## src/rtl/hkl_pkg.sv

```systemverilog
// Shared constants, types and helpers for the max-heap k-th largest block.
package hkl_pkg;

    // Heap sizing and key width.
    localparam int CAPACITY = 16;
    localparam int KEY_BITS = 16;

    // Derived widths.
    localparam int IDX_W  = (CAPACITY > 1) ? $clog2(CAPACITY) : 1;
    localparam int CNT_W  = $clog2(CAPACITY + 1);
    localparam int CH_W   = IDX_W + 2;
    localparam int RANK_W = 5;
    localparam int CMP_W  = (RANK_W > CNT_W) ? RANK_W : CNT_W;
    localparam int STAT_W = 2;

    // Request kinds.
    localparam logic KIND_INSERT = 1'b0;
    localparam logic KIND_QUERY  = 1'b1;

    // Result status codes.
    localparam logic [STAT_W-1:0] ST_OK    = 2'd0;
    localparam logic [STAT_W-1:0] ST_FULL  = 2'd1;
    localparam logic [STAT_W-1:0] ST_RANGE = 2'd2;

    // Selection codes of the shared compare unit.
    localparam logic [1:0] SEL_BASE = 2'd0;
    localparam logic [1:0] SEL_A    = 2'd1;
    localparam logic [1:0] SEL_B    = 2'd2;

    typedef logic [KEY_BITS-1:0] key_t;

    // Result of one request, handed from the core to the output register.
    typedef struct packed {
        logic [STAT_W-1:0] status;
        key_t              found_key;
    } res_t;

endpackage

```

## src/rtl/max_heap_kth_largest_top.sv

```systemverilog
// Top level of the max-heap k-th largest block: stream ports and output register.
//
// The block keeps a binary max-heap of up to 16 keys. Each request on the
// slave channel is either an insert (s_tuser low) of the key in s_tdata, or a
// query (s_tuser high) for the k-th largest key, k taken from s_tdata. Every
// request gives exactly one result on the master channel: the found key and a
// status (ok, insert into a full heap dropped, or rank out of range). A
// successful query consumes the heap, which is empty afterward.
// The work runs on one shared compare unit under a small sequencer, with the
// heap in a memory that has one write port and two registered read ports.
// An insert climbs one level per read step and compare-and-write step, and
// writes the key directly when it reaches the root. A query with rank k
// removes the root k - 1 times, each removal followed by a sift-down; each
// sift-down level is one read step and one compare-and-write step. Rejected
// requests go straight to the result.
// s_tready is high only while the sequencer is idle, so one request is in work
// at a time; at the earliest, the next request is accepted in the cycle after
// a result enters the output register. While a result waits there, the next
// request is still taken and its result is held inside until the receiver
// takes the earlier one, so a stalled receiver loses nothing.
// Reset (aresetn low at a clock edge) empties the heap and drops any result.
module max_heap_kth_largest_top (
    input  logic        aclk,
    input  logic        aresetn,
    input  logic        s_tvalid,
    output logic        s_tready,
    input  logic [23:0] s_tdata,   // [15:0] key, [20:16] rank, [23:21] zero
    input  logic        s_tuser,   // [0] kind: 0 insert, 1 query
    output logic        m_tvalid,
    input  logic        m_tready,
    output logic [23:0] m_tdata    // [15:0] found_key, [17:16] status, [23:18] zero
);

    logic          core_idle;
    logic          core_res_valid;
    logic          out_free;
    logic          start;
    hkl_pkg::res_t core_res;

    logic          m_tvalid_reg, m_tvalid_next;
    hkl_pkg::res_t m_res_reg, m_res_next;

    assign s_tready = core_idle;
    assign start    = s_tvalid && core_idle;

    // The output register can take a new result when empty or being drained.
    assign out_free = !m_tvalid_reg || m_tready;

    hkl_core u_core (
        .aclk      (aclk),
        .aresetn   (aresetn),
        .start     (start),
        .kind      (s_tuser),
        .key_in    (s_tdata[hkl_pkg::KEY_BITS-1:0]),
        .rank_in   (s_tdata[20:16]),
        .idle      (core_idle),
        .res_valid (core_res_valid),
        .res_ready (out_free),
        .res       (core_res)
    );

    always_comb begin
        m_tvalid_next = m_tvalid_reg;
        m_res_next    = m_res_reg;
        if (out_free) begin
            m_tvalid_next = core_res_valid;
            if (core_res_valid) begin
                m_res_next = core_res;
            end
        end
    end

    always_ff @(posedge aclk) begin
        if (!aresetn) begin
            m_tvalid_reg <= 1'b0;
        end else begin
            m_tvalid_reg <= m_tvalid_next;
        end
        m_res_reg <= m_res_next;
    end

    assign m_tvalid = m_tvalid_reg;
    assign m_tdata  = {6'b0, m_res_reg.status, m_res_reg.found_key};

endmodule

```

## src/rtl/hkl_cmp.sv

```systemverilog
// Shared three-way compare unit: picks the largest of a base key and two candidates.
module hkl_cmp (
    input  hkl_pkg::key_t base_key,
    input  hkl_pkg::key_t a_key,
    input  logic          a_ok,
    input  hkl_pkg::key_t b_key,
    input  logic          b_ok,
    output logic [1:0]    sel,
    output hkl_pkg::key_t best_key
);

    hkl_pkg::key_t mid_key;
    logic [1:0]    mid_sel;

    // A candidate wins only when strictly larger, so equal keys never move.
    always_comb begin
        mid_key = base_key;
        mid_sel = hkl_pkg::SEL_BASE;
        if (a_ok && (a_key > base_key)) begin
            mid_key = a_key;
            mid_sel = hkl_pkg::SEL_A;
        end
        best_key = mid_key;
        sel      = mid_sel;
        if (b_ok && (b_key > mid_key)) begin
            best_key = b_key;
            sel      = hkl_pkg::SEL_B;
        end
    end

endmodule

```

## src/rtl/hkl_core.sv

```systemverilog
// Heap storage and the sequencer that runs sift-up, removals and sift-down.
module hkl_core (
    input  logic                        aclk,
    input  logic                        aresetn,
    input  logic                        start,
    input  logic                        kind,
    input  hkl_pkg::key_t               key_in,
    input  logic [hkl_pkg::RANK_W-1:0]  rank_in,
    output logic                        idle,
    output logic                        res_valid,
    input  logic                        res_ready,
    output hkl_pkg::res_t               res
);

    localparam logic [3:0] S_IDLE      = 4'd0;
    localparam logic [3:0] S_UP_RD     = 4'd1;
    localparam logic [3:0] S_UP_CMP    = 4'd2;
    localparam logic [3:0] S_RM_RD     = 4'd3;
    localparam logic [3:0] S_RM_WAIT   = 4'd4;
    localparam logic [3:0] S_DN_RD     = 4'd5;
    localparam logic [3:0] S_DN_CMP    = 4'd6;
    localparam logic [3:0] S_ROOT_RD   = 4'd7;
    localparam logic [3:0] S_ROOT_WAIT = 4'd8;
    localparam logic [3:0] S_DONE      = 4'd9;

    localparam int IW = hkl_pkg::IDX_W;
    localparam int NW = hkl_pkg::CNT_W;
    localparam int HW = hkl_pkg::CH_W;

    // Heap memory: one write port, two registered read ports.
    hkl_pkg::key_t heap_mem [hkl_pkg::CAPACITY];
    hkl_pkg::key_t rd_a_reg, rd_b_reg;

    logic [3:0]                  state_reg, state_next;
    logic [NW-1:0]               count_reg, count_next;
    logic [NW-1:0]               live_reg, live_next;
    logic [IW-1:0]               pos_reg, pos_next;
    logic [hkl_pkg::RANK_W-1:0]  rem_reg, rem_next;
    hkl_pkg::key_t               cur_reg, cur_next;
    hkl_pkg::res_t               res_reg, res_next;

    logic                        we;
    logic [IW-1:0]               waddr;
    hkl_pkg::key_t               wdata;
    logic [IW-1:0]               raddr_a, raddr_b;

    logic [IW-1:0]               pos_m1, parent;
    logic [HW-1:0]               left_idx, right_idx;
    logic [NW-1:0]               live_m1;
    logic                        left_ok, right_ok;
    logic                        rank_bad;

    hkl_pkg::key_t               cmp_base, cmp_a, cmp_b, cmp_best;
    logic                        cmp_a_ok, cmp_b_ok;
    logic [1:0]                  cmp_sel;

    assign pos_m1    = pos_reg - IW'(1);
    assign parent    = pos_m1 >> 1;
    assign left_idx  = {1'b0, pos_reg, 1'b1};
    assign right_idx = left_idx + HW'(1);
    assign live_m1   = live_reg - NW'(1);
    assign left_ok   = left_idx < HW'(live_reg);
    assign right_ok  = right_idx < HW'(live_reg);
    assign rank_bad  = (rank_in == '0) ||
                       (hkl_pkg::CMP_W'(rank_in) > hkl_pkg::CMP_W'(count_reg));

    // The one compare unit serves both directions. Sifting up, the moving key
    // is the candidate against its parent; sifting down, the children are
    // candidates against the moving key.
    always_comb begin
        if (state_reg == S_UP_CMP) begin
            cmp_base = rd_a_reg;
            cmp_a    = cur_reg;
            cmp_a_ok = 1'b1;
            cmp_b    = rd_b_reg;
            cmp_b_ok = 1'b0;
        end else begin
            cmp_base = cur_reg;
            cmp_a    = rd_a_reg;
            cmp_a_ok = left_ok;
            cmp_b    = rd_b_reg;
            cmp_b_ok = right_ok;
        end
    end

    hkl_cmp u_cmp (
        .base_key (cmp_base),
        .a_key    (cmp_a),
        .a_ok     (cmp_a_ok),
        .b_key    (cmp_b),
        .b_ok     (cmp_b_ok),
        .sel      (cmp_sel),
        .best_key (cmp_best)
    );

    always_comb begin
        state_next = state_reg;
        count_next = count_reg;
        live_next  = live_reg;
        pos_next   = pos_reg;
        rem_next   = rem_reg;
        cur_next   = cur_reg;
        res_next   = res_reg;
        we         = 1'b0;
        waddr      = pos_reg;
        wdata      = cur_reg;
        raddr_a    = parent;
        raddr_b    = right_idx[IW-1:0];

        unique case (state_reg)
            S_IDLE: begin
                if (start) begin
                    res_next.found_key = '0;
                    res_next.status    = hkl_pkg::ST_OK;
                    if (kind == hkl_pkg::KIND_INSERT) begin
                        if (count_reg >= NW'(hkl_pkg::CAPACITY)) begin
                            res_next.status = hkl_pkg::ST_FULL;
                            state_next      = S_DONE;
                        end else begin
                            cur_next   = key_in;
                            pos_next   = count_reg[IW-1:0];
                            count_next = count_reg + NW'(1);
                            state_next = S_UP_RD;
                        end
                    end else begin
                        if (rank_bad) begin
                            res_next.status = hkl_pkg::ST_RANGE;
                            state_next      = S_DONE;
                        end else begin
                            live_next  = count_reg;
                            rem_next   = rank_in - hkl_pkg::RANK_W'(1);
                            state_next = (rank_in == hkl_pkg::RANK_W'(1)) ?
                                         S_ROOT_RD : S_RM_RD;
                        end
                    end
                end
            end
            S_UP_RD: begin
                raddr_a = parent;
                if (pos_reg == '0) begin
                    we         = 1'b1;
                    waddr      = pos_reg;
                    wdata      = cur_reg;
                    state_next = S_DONE;
                end else begin
                    state_next = S_UP_CMP;
                end
            end
            S_UP_CMP: begin
                we    = 1'b1;
                waddr = pos_reg;
                if (cmp_sel == hkl_pkg::SEL_A) begin
                    // Parent moves down into the hole; keep climbing.
                    wdata      = rd_a_reg;
                    pos_next   = parent;
                    state_next = S_UP_RD;
                end else begin
                    wdata      = cur_reg;
                    state_next = S_DONE;
                end
            end
            S_RM_RD: begin
                raddr_a    = live_m1[IW-1:0];
                state_next = S_RM_WAIT;
            end
            S_RM_WAIT: begin
                // The last live key replaces the root; the old root is dead.
                cur_next   = rd_a_reg;
                live_next  = live_m1;
                pos_next   = '0;
                state_next = S_DN_RD;
            end
            S_DN_RD: begin
                raddr_a    = left_idx[IW-1:0];
                raddr_b    = right_idx[IW-1:0];
                state_next = S_DN_CMP;
            end
            S_DN_CMP: begin
                we    = 1'b1;
                waddr = pos_reg;
                wdata = cmp_best;
                unique case (cmp_sel)
                    hkl_pkg::SEL_A: begin
                        pos_next   = left_idx[IW-1:0];
                        state_next = S_DN_RD;
                    end
                    hkl_pkg::SEL_B: begin
                        pos_next   = right_idx[IW-1:0];
                        state_next = S_DN_RD;
                    end
                    default: begin
                        rem_next   = rem_reg - hkl_pkg::RANK_W'(1);
                        state_next = (rem_reg == hkl_pkg::RANK_W'(1)) ?
                                     S_ROOT_RD : S_RM_RD;
                    end
                endcase
            end
            S_ROOT_RD: begin
                raddr_a    = '0;
                state_next = S_ROOT_WAIT;
            end
            S_ROOT_WAIT: begin
                res_next.found_key = rd_a_reg;
                count_next         = '0;
                state_next         = S_DONE;
            end
            S_DONE: begin
                if (res_ready) begin
                    state_next = S_IDLE;
                end
            end
            default: begin
                state_next = S_IDLE;
            end
        endcase
    end

    always_ff @(posedge aclk) begin
        if (we) begin
            heap_mem[waddr] <= wdata;
        end
        rd_a_reg <= heap_mem[raddr_a];
        rd_b_reg <= heap_mem[raddr_b];
    end

    always_ff @(posedge aclk) begin
        if (!aresetn) begin
            state_reg <= S_IDLE;
            count_reg <= '0;
        end else begin
            state_reg <= state_next;
            count_reg <= count_next;
        end
        live_reg <= live_next;
        pos_reg  <= pos_next;
        rem_reg  <= rem_next;
        cur_reg  <= cur_next;
        res_reg  <= res_next;
    end

    assign idle      = (state_reg == S_IDLE);
    assign res_valid = (state_reg == S_DONE);
    assign res       = res_reg;

endmodule

```

## config.mk

```make
export PLATFORM = sky130hd
export DESIGN_NAME = max_heap_kth_largest_top
export DESIGN_NICKNAME = d
export VERILOG_FILES = /design/src/rtl/hkl_pkg.sv /design/src/rtl/max_heap_kth_largest_top.sv /design/src/rtl/hkl_cmp.sv /design/src/rtl/hkl_core.sv
export SDC_FILE = /design/constraint.sdc
export NUM_CORES = 1
export LEC_CHECK = 0
export BUFFER_PORTS_ARGS = -buffer_cell sky130_fd_sc_hd__buf_4
export CAP_MARGIN = 25
export CORE_MARGIN = 1.5
export CORE_UTILIZATION = 50
export DETAILED_ROUTE_END_ITERATION = 16
export PLACE_DENSITY_LB_ADDON = 0.1
export SETUP_SLACK_MARGIN = 0.4
export SLEW_MARGIN = 20
export SYNTH_ARGS = -nofsm -noshare
export SYNTH_HDL_FRONTEND = slang
export SYNTH_SLANG_ARGS = --single-unit
```

## constraint.sdc

```tcl
create_clock -name aclk -period 5.8 [get_ports aclk]
set_clock_uncertainty 0.1 [all_clocks]
set_input_delay 0.58 -clock aclk [delete_from_list [all_inputs] [get_ports aclk]]
set_output_delay 0.58 -clock aclk [all_outputs]
set_load 0.01 [all_outputs]
```

# Word level (Yosys, flattened, before mapping)

Memories as Yosys holds them, arrays and structs flattened. A register that Yosys moved wholly into a read port is not among the register bits.
Cells that the tools add are included.

Memory bits (writable): 256
Latch bits: 0
Word-level logic and storage cells: 124
ROM bits: 0
Register bits: 76
Memories kept: 1
Output and inout port bits: 26
Bits of input ports: 29

Memories:

| name            | words | bits a word | read ports | clocked after Yosys merged registers in | wr ports | RTL line       | RTL |
|---|---|---|---|---|---|---|---|
| u_core.heap_mem | 16    | 16          | 2          | 2                                       | 1        | hkl_core.sv:31 | `hkl_pkg::key_t heap_mem [hkl_pkg::CAPACITY];` |

Equality and inequality tests: 22
Add/sub/neg operators: 6
Bitwise logic cells: 0
Shifts and indexed selects: 0
Multipliers: 0
Reduce and logical (&&, ||, !) cells: 24
Divide/modulo/power cells: 0
Mux-type cells: 54
$lt $le $gt $ge: 6

Operators with widths:

| cell                                                                | count |
|---|---|
| 16-bit two-way mux                                                  | 9 |
| 16-bit one-hot mux with 2 select lines                              | 3 |
| 5-bit two-way mux                                                   | 10 |
| 4-bit two-way mux                                                   | 12 |
| 4-bit one-hot mux with 10 select lines                              | 1 |
| 16-bit > comparator                                                 | 2 |
| 5-bit one-hot mux with 2 select lines                               | 3 |
| 4-bit by 3-bit == test with 1-bit output (second input constant)    | 4 |
| 4-bit one-hot mux with 4 select lines                               | 1 |
| 5-bit by 1-bit subtractor with 5-bit output (second input constant) | 3 |
| 2-bit != test (second input constant)                               | 6 |
| 4-bit one-hot mux with 3 select lines                               | 1 |
| 4-bit AND reduction                                                 | 3 |
| 5-bit by 1-bit == test with 1-bit output (second input constant)    | 2 |
| 4-bit by 2-bit == test with 1-bit output (second input constant)    | 2 |
| 4-bit == test (second input constant)                               | 2 |
| 4-bit logical NOT                                                   | 2 |
| 4-bit one-hot mux with 2 select lines                               | 1 |
| 2-bit AND reduction                                                 | 4 |
| 1-bit two-way mux                                                   | 7 |
| 5-bit by 1-bit adder with 6-bit output (second input constant)      | 1 |
| 6-bit by 5-bit < comparator with 1-bit output                       | 1 |
| 2-bit two-way mux                                                   | 3 |
| 3-bit two-way mux                                                   | 2 |
| 20 further kinds                                                    | 27 |

# Logic depth before layout (Yosys ltp)

Depth in word-level cells: 12
Mapped depth: 23
Gate-level depth less buffers: 19

# Hierarchy

A second synthesis with hierarchy kept.

Cell total of the unflattened synthesis: 1330
Area total of the unflattened synthesis: 17758.3 um^2

By module, submodules not included:

| module                   | sequential area each (um^2) | times used | area each (um^2) | cells an instance |
|---|---|---|---|---|
| hkl_core                 | 9949.5                      | 1          | 15920.3          | 1150 |
| hkl_cmp                  | 0.0                         | 1          | 1184.9           | 149 |
| max_heap_kth_largest_top | 560.5                       | 1          | 653.1            | 31 |

# Worst setup path after synthesis

No wires, ideal clock.

Path type: register -> register
Start: register u_core.pos_reg[0]
End: memory u_core.heap_mem[0][9] (netlist bit) (data pin)
Path buffers: 3
Setup time: 284 ps
Period minus slack after synthesis: 5119 ps
Slack: 681 ps
Stages on the path, launching flop included: 23
Data required time: 5416 ps
Arrival: 4735 ps
Cells stage by stage: edfxtp_1 > clkbuf_1 > buf_1 > inv_1 > ha_1 > nor2b_1 > o21ai_0 > nand2b_1 > a21oi_1 > o22ai_1 > a21oi_4 > xnor2_4 > mux2_1 > ha_1 > nand2b_1 > a211o_1 > a31oi_1 > o21a_1 > o31a_1 > clkbuf_1 > and2_1 > a22oi_1 > o21ai_1

Word-level cells in the longest chain between the ends: 10
Elaborated cells on any way between the ends: 15
Classes of those cells: add/sub (1); order compare (3); eq/ne (1); mux (8); reduce/logical (2)

RTL lines:

| element                                    | RTL line        | RTL |
|---|---|---|
| start: declaration                         | hkl_core.sv:37  | `logic [IW-1:0] pos_reg, pos_next;` |
| start signal: assignment                   | hkl_core.sv:235 | `pos_reg <= pos_next;` |
| 5-bit < comparator                         | hkl_core.sv:62  | `assign left_ok = left_idx < HW'(live_reg);` |
| 1-bit two-way mux                          | hkl_core.sv:71  | `if (state_reg == S_UP_CMP) begin` |
| 1-bit logical AND                          | hkl_cmp.sv:19   | `if (a_ok && (a_key > base_key)) begin` |
| 16-bit two-way mux                         | hkl_cmp.sv:19   |  |
| 16-bit > comparator                        | hkl_cmp.sv:25   | `if (b_ok && (b_key > mid_key)) begin` |
| 1-bit logical AND                          | hkl_cmp.sv:25   |  |
| 2-bit two-way mux                          | hkl_cmp.sv:25   |  |
| 2-bit by 1-bit == test with 1-bit output   | hkl_core.sv:152 | `if (cmp_sel == hkl_pkg::SEL_A) begin` |
| 16-bit two-way mux                         | hkl_core.sv:152 |  |
| 16-bit one-hot mux with 2 select lines (*) | hkl_core.sv:110 | `unique case (state_reg)` |
| via u_core.wdata[9]                        | hkl_core.sv:44  | `hkl_pkg::key_t wdata;` |
| end: declaration                           | hkl_core.sv:31  |  |

The timed path passes the listed nets; every way through them passes the cells marked *.

# Worst setup path after layout

Start: register u_core.live_reg[2]
End: memory u_core.heap_mem[15][6] (netlist bit) (data pin)

Word-level cells in the longest chain between the ends: 10
Elaborated cells on any way between the ends: 14
Classes of those cells: order compare (3); eq/ne (1); mux (8); reduce/logical (2)

RTL lines:

| element                                    | RTL line        | RTL |
|---|---|---|
| start: declaration                         | hkl_core.sv:36  | `logic [NW-1:0] live_reg, live_next;` |
| start signal: assignment                   | hkl_core.sv:234 | `live_reg <= live_next;` |
| 5-bit < comparator                         | hkl_core.sv:62  |  |
| 1-bit two-way mux                          | hkl_core.sv:71  |  |
| 1-bit logical AND                          | hkl_cmp.sv:19   |  |
| 16-bit two-way mux                         | hkl_cmp.sv:19   |  |
| 16-bit > comparator                        | hkl_cmp.sv:25   |  |
| 1-bit logical AND                          | hkl_cmp.sv:25   |  |
| 2-bit two-way mux                          | hkl_cmp.sv:25   |  |
| 2-bit by 1-bit == test with 1-bit output   | hkl_core.sv:152 |  |
| 16-bit two-way mux                         | hkl_core.sv:152 |  |
| 16-bit one-hot mux with 2 select lines (*) | hkl_core.sv:110 |  |
| via u_core.wdata[6]                        | hkl_core.sv:44  |  |

Marked as above.

==> out/results.tsv <==
stage	metric	value	unit
clock_tree	path_clk_slew	0.06	ns
clock_tree	cts_max_level	2	
die	design.portCount	55	
timing	grt_setup_unrepaired	no	
grt	grt_pass1_vias	10066	
placed_design	gp_congestion	0.836	
run_status	status	finished clean	
finish	multi_input_area	6070	sq um
detailed_routing	ant_nets	0	
synth	synthXorXnorAreaFrac	1.67	%
timing	tightestPinTransition	0.946	ns
detailed_routing	drtIter0Drc	831	
timing	min_period	5.11	ns
timing	finalSetupViolCount	0	
finish	fin_nets	1245	
synth	ys_seq_elements	364	
die	core_area	33400	sq um
power	p_per_area	513	nW/um^2
finish	n_fill_cell	2652	
timing	period_share	88.1	%
clock_tree	cts_buffer_depth	3	
detailed_routing	dr.pass1.iters	7	
die	dieHeight	187	um
critical_path	path_class	flip-flop to flip-flop	
clock_tree	cts_tree	built	
finish	area_growth_syn_to_layout	14.4	%
synth	yosysWarningCount	0	
timing	finalMaxSlewViolations	0	
clock_tree	cts_made_buffers	39	
worst_hold_path	hold_class	input port to flip-flop	
critical_path	required	5.92	ns
synth	syn-cell-area	16900	sq um
grt	grt_usage	24.0	%
timing	fin_ws	0.691	ns
timing	hold_viol	0	
synth	synth_top_flop_cell	edfxtp_1	
synth	synth_adder_area_share	3.67	%
synth	syn-instance-count	1089	
grt	grt_max_degree	49	
detailed_routing	vias	9857	
critical_path	crit_path_max_fanout	16	
synth	yosysUniqueCellTypes	71	
critical_path	cp-end-kind	flip-flop	
detailed_routing	drc	0	
power	leakagePower	6.70	nW
synth	synth-simple-area-share	7.38	%
timing	holdWs	0.219	ns
finish	register_area	10500	sq um
timing	timing.slew.headroom	35.6	%
grt	antenna_found_initial	0	
finish	design_area	19300	sq um
synth	synth-edff-count	322	
synth	yosysSeqAreaShare	62.3	%
die	start_util	50.6	%
grt	grt_pass1_wl	62100	um
grt	overflow	0	
die	dieArea	34900	sq um
detailed_routing	drt_wl_total	41100	um
clock_tree	clk_latency	0.53	ns
placed_design	numPortBuffers	45	
placed_design	placed_cell_area	18000	sq um
finish	drive_gt1_share	27.1	%
placed_design	post-place-ws	0.311	ns
synth	avgSynthCellArea	15.5	sq um
synth	synthArstFlopShare	0	%
timing	setup_tns	0	ns
run	cap_violations	0	
die	die_w	187	um
die	std_cell_rows	67	
timing	fmax	196	MHz
finish	mostFrequentLayoutCell	edfxtp_1	
synth	synth_compound_area_share	6.06	%
finish	largest_reg_flops	256	
synth	synth.area.mux_share	16.3	%
clock_tree	cts_sinks	364	
detailed_routing	routedWlPerCell	24.8	um
power	ir_worst_vdd	0.000268	V
finish	mostFrequentLayoutCells	edfxtp_1 (322), buf_4 (102), mux4_2 (96), nand2_1 (84), dfxtp_1 (42)	
critical_path	arrival	5.23	ns
detailed_routing	vias_per_cell	5.96	
synth	synth_top_family_by_area	multiplexers	
placed_design	dp_hpwl	25900	um
critical_path	worst_setup_path_start_kind	flip-flop	
clock_tree	clockRootBuffer	clkbuf_16	
## cells in the mapped netlist, drive strengths merged, types with 4 or more instances
master / number / area, sq um
nor4: 4 / 31.3
o211ai: 7 / 52.6
ha: 41 / 513
xnor2: 17 / 168
a221o: 12 / 120
o21a: 8 / 67.6
nand2b: 19 / 119
nand4: 8 / 50.1
mux4: 96 / 2160
nor2b: 26 / 163
clkbuf: 34 / 129
a21oi: 39 / 206
edfxtp: 322 / 9670
a31oi: 4 / 25.0
nand2: 84 / 315
buf: 28 / 198
inv: 32 / 120
nand3: 7 / 35.0
a22oi: 7 / 52.6
o21ai: 27 / 135
nor3: 12 / 60.1
mux2: 17 / 191
and2: 8 / 50.1
xor2: 13 / 114
maj3: 10 / 106
and3: 24 / 150
dfxtp: 42 / 841
mux2i: 38 / 393
nor2: 45 / 174
a211oi: 19 / 143
## worst max-delay path, stage by stage, from the launching register on
cell	delay (ns)
edfxtp_1	0.42
inv_1	0.13
ha_1	0.23
nor2b_1	0.13
o21ai_0	0.17
nand2b_1	0.09
a21oi_1	0.37
o22ai_1	0.21
a21oi_4	0.22
xnor2_4	0.18
buf_4	0.21
mux2i_1	0.24
ha_1	0.29
nand4_1	0.15
nor3_1	0.08
a221oi_1	0.28
o31a_1	0.30
and2_1	0.20
o21ai_1	0.06
buf_4	0.19
a221o_2	0.55
## stage by stage
| stage | utilization (%) | total power [W] | instances |
|---|---|---|---|
| global placement | 53.8 | 0.00738 | 1576 |
| CTS | 57.7 | 0.00992 | 1648 |
| floorplan | - | 0.00635 | 1094 |
| finish | 57.9 | 0.00990 | 1654 |
| detailed placement | 53.8 | 0.00742 | 1577 |
| global route | 57.8 | 0.0104 | 1653 |
## power breakdown
group	internal, W	switching (W)	total (W)
clock	0.00147	0.00100	0.00247
combinational	0.00171	0.00203	0.00373
sequential	0.00339	0.000308	0.00370
## timing repair
action | 4_1_cts | 5_1_grt
setup buffers | 0 | 4
hold buffers | 0 | 0
setup endpoints to repair | 16 | 261
gates resized for setup | 1 | 13
pin swaps | 0 | 1
## routing by layer
layer / track usage, % / part of all wire (%) / wire [um]
met4: 6.05 / 2.1 / 873
met3: 3.31 / 5.1 / 2090
met2: 40.9 / 50 / 20600
met5: 0 / 0 / 0
met1: 32.6 / 43 / 17500
## worst paths after layout
kind / from / to / slack, ns / depth (start not counted)
worst min register to register: u_core.res[16] / m_tdata[16] / 0.31 / 0
worst max register to register: u_core.live_reg[2] / u_core.heap_mem[15][6] / 0.69 / 20
worst max-delay path: u_core.live_reg[2] / u_core.heap_mem[15][6] / 0.69 / 20
worst min-delay path: s_tdata[7] / u_core.cur_reg[7] / 0.22 / 3
## area by class of cell
| type | count | share of cell area [%] |
|---|---|---|
| Sequential cell | 364 | 54.4 |
| Multi-Input combinational cell | 636 | 31.5 |
| Clock buffer | 53 | 5.48 |
| Timing Repair Buffer | 102 | 3.97 |
| Tap cell | 448 | 2.90 |
| Clock inverter | 18 | 1.11 |
| Inverter | 32 | 0.622 |
| Antenna cell | 1 | 0.0130 |
## logic make-up (layout without fill, tap and decap cells)
group                    Yosys count  count (layout)
flip-flops                       364             364
AND/OR/NAND/NOR                  250             250
multiplexers                     151             151
AO/OA/AOI/OAI                    148             148
buffers and inverters             94             205
adder cells (fa/ha/maj)           51              51
XOR/XNOR                          30              30
other                              1               7
Note: power is estimated with default switching activity, not from simulation.
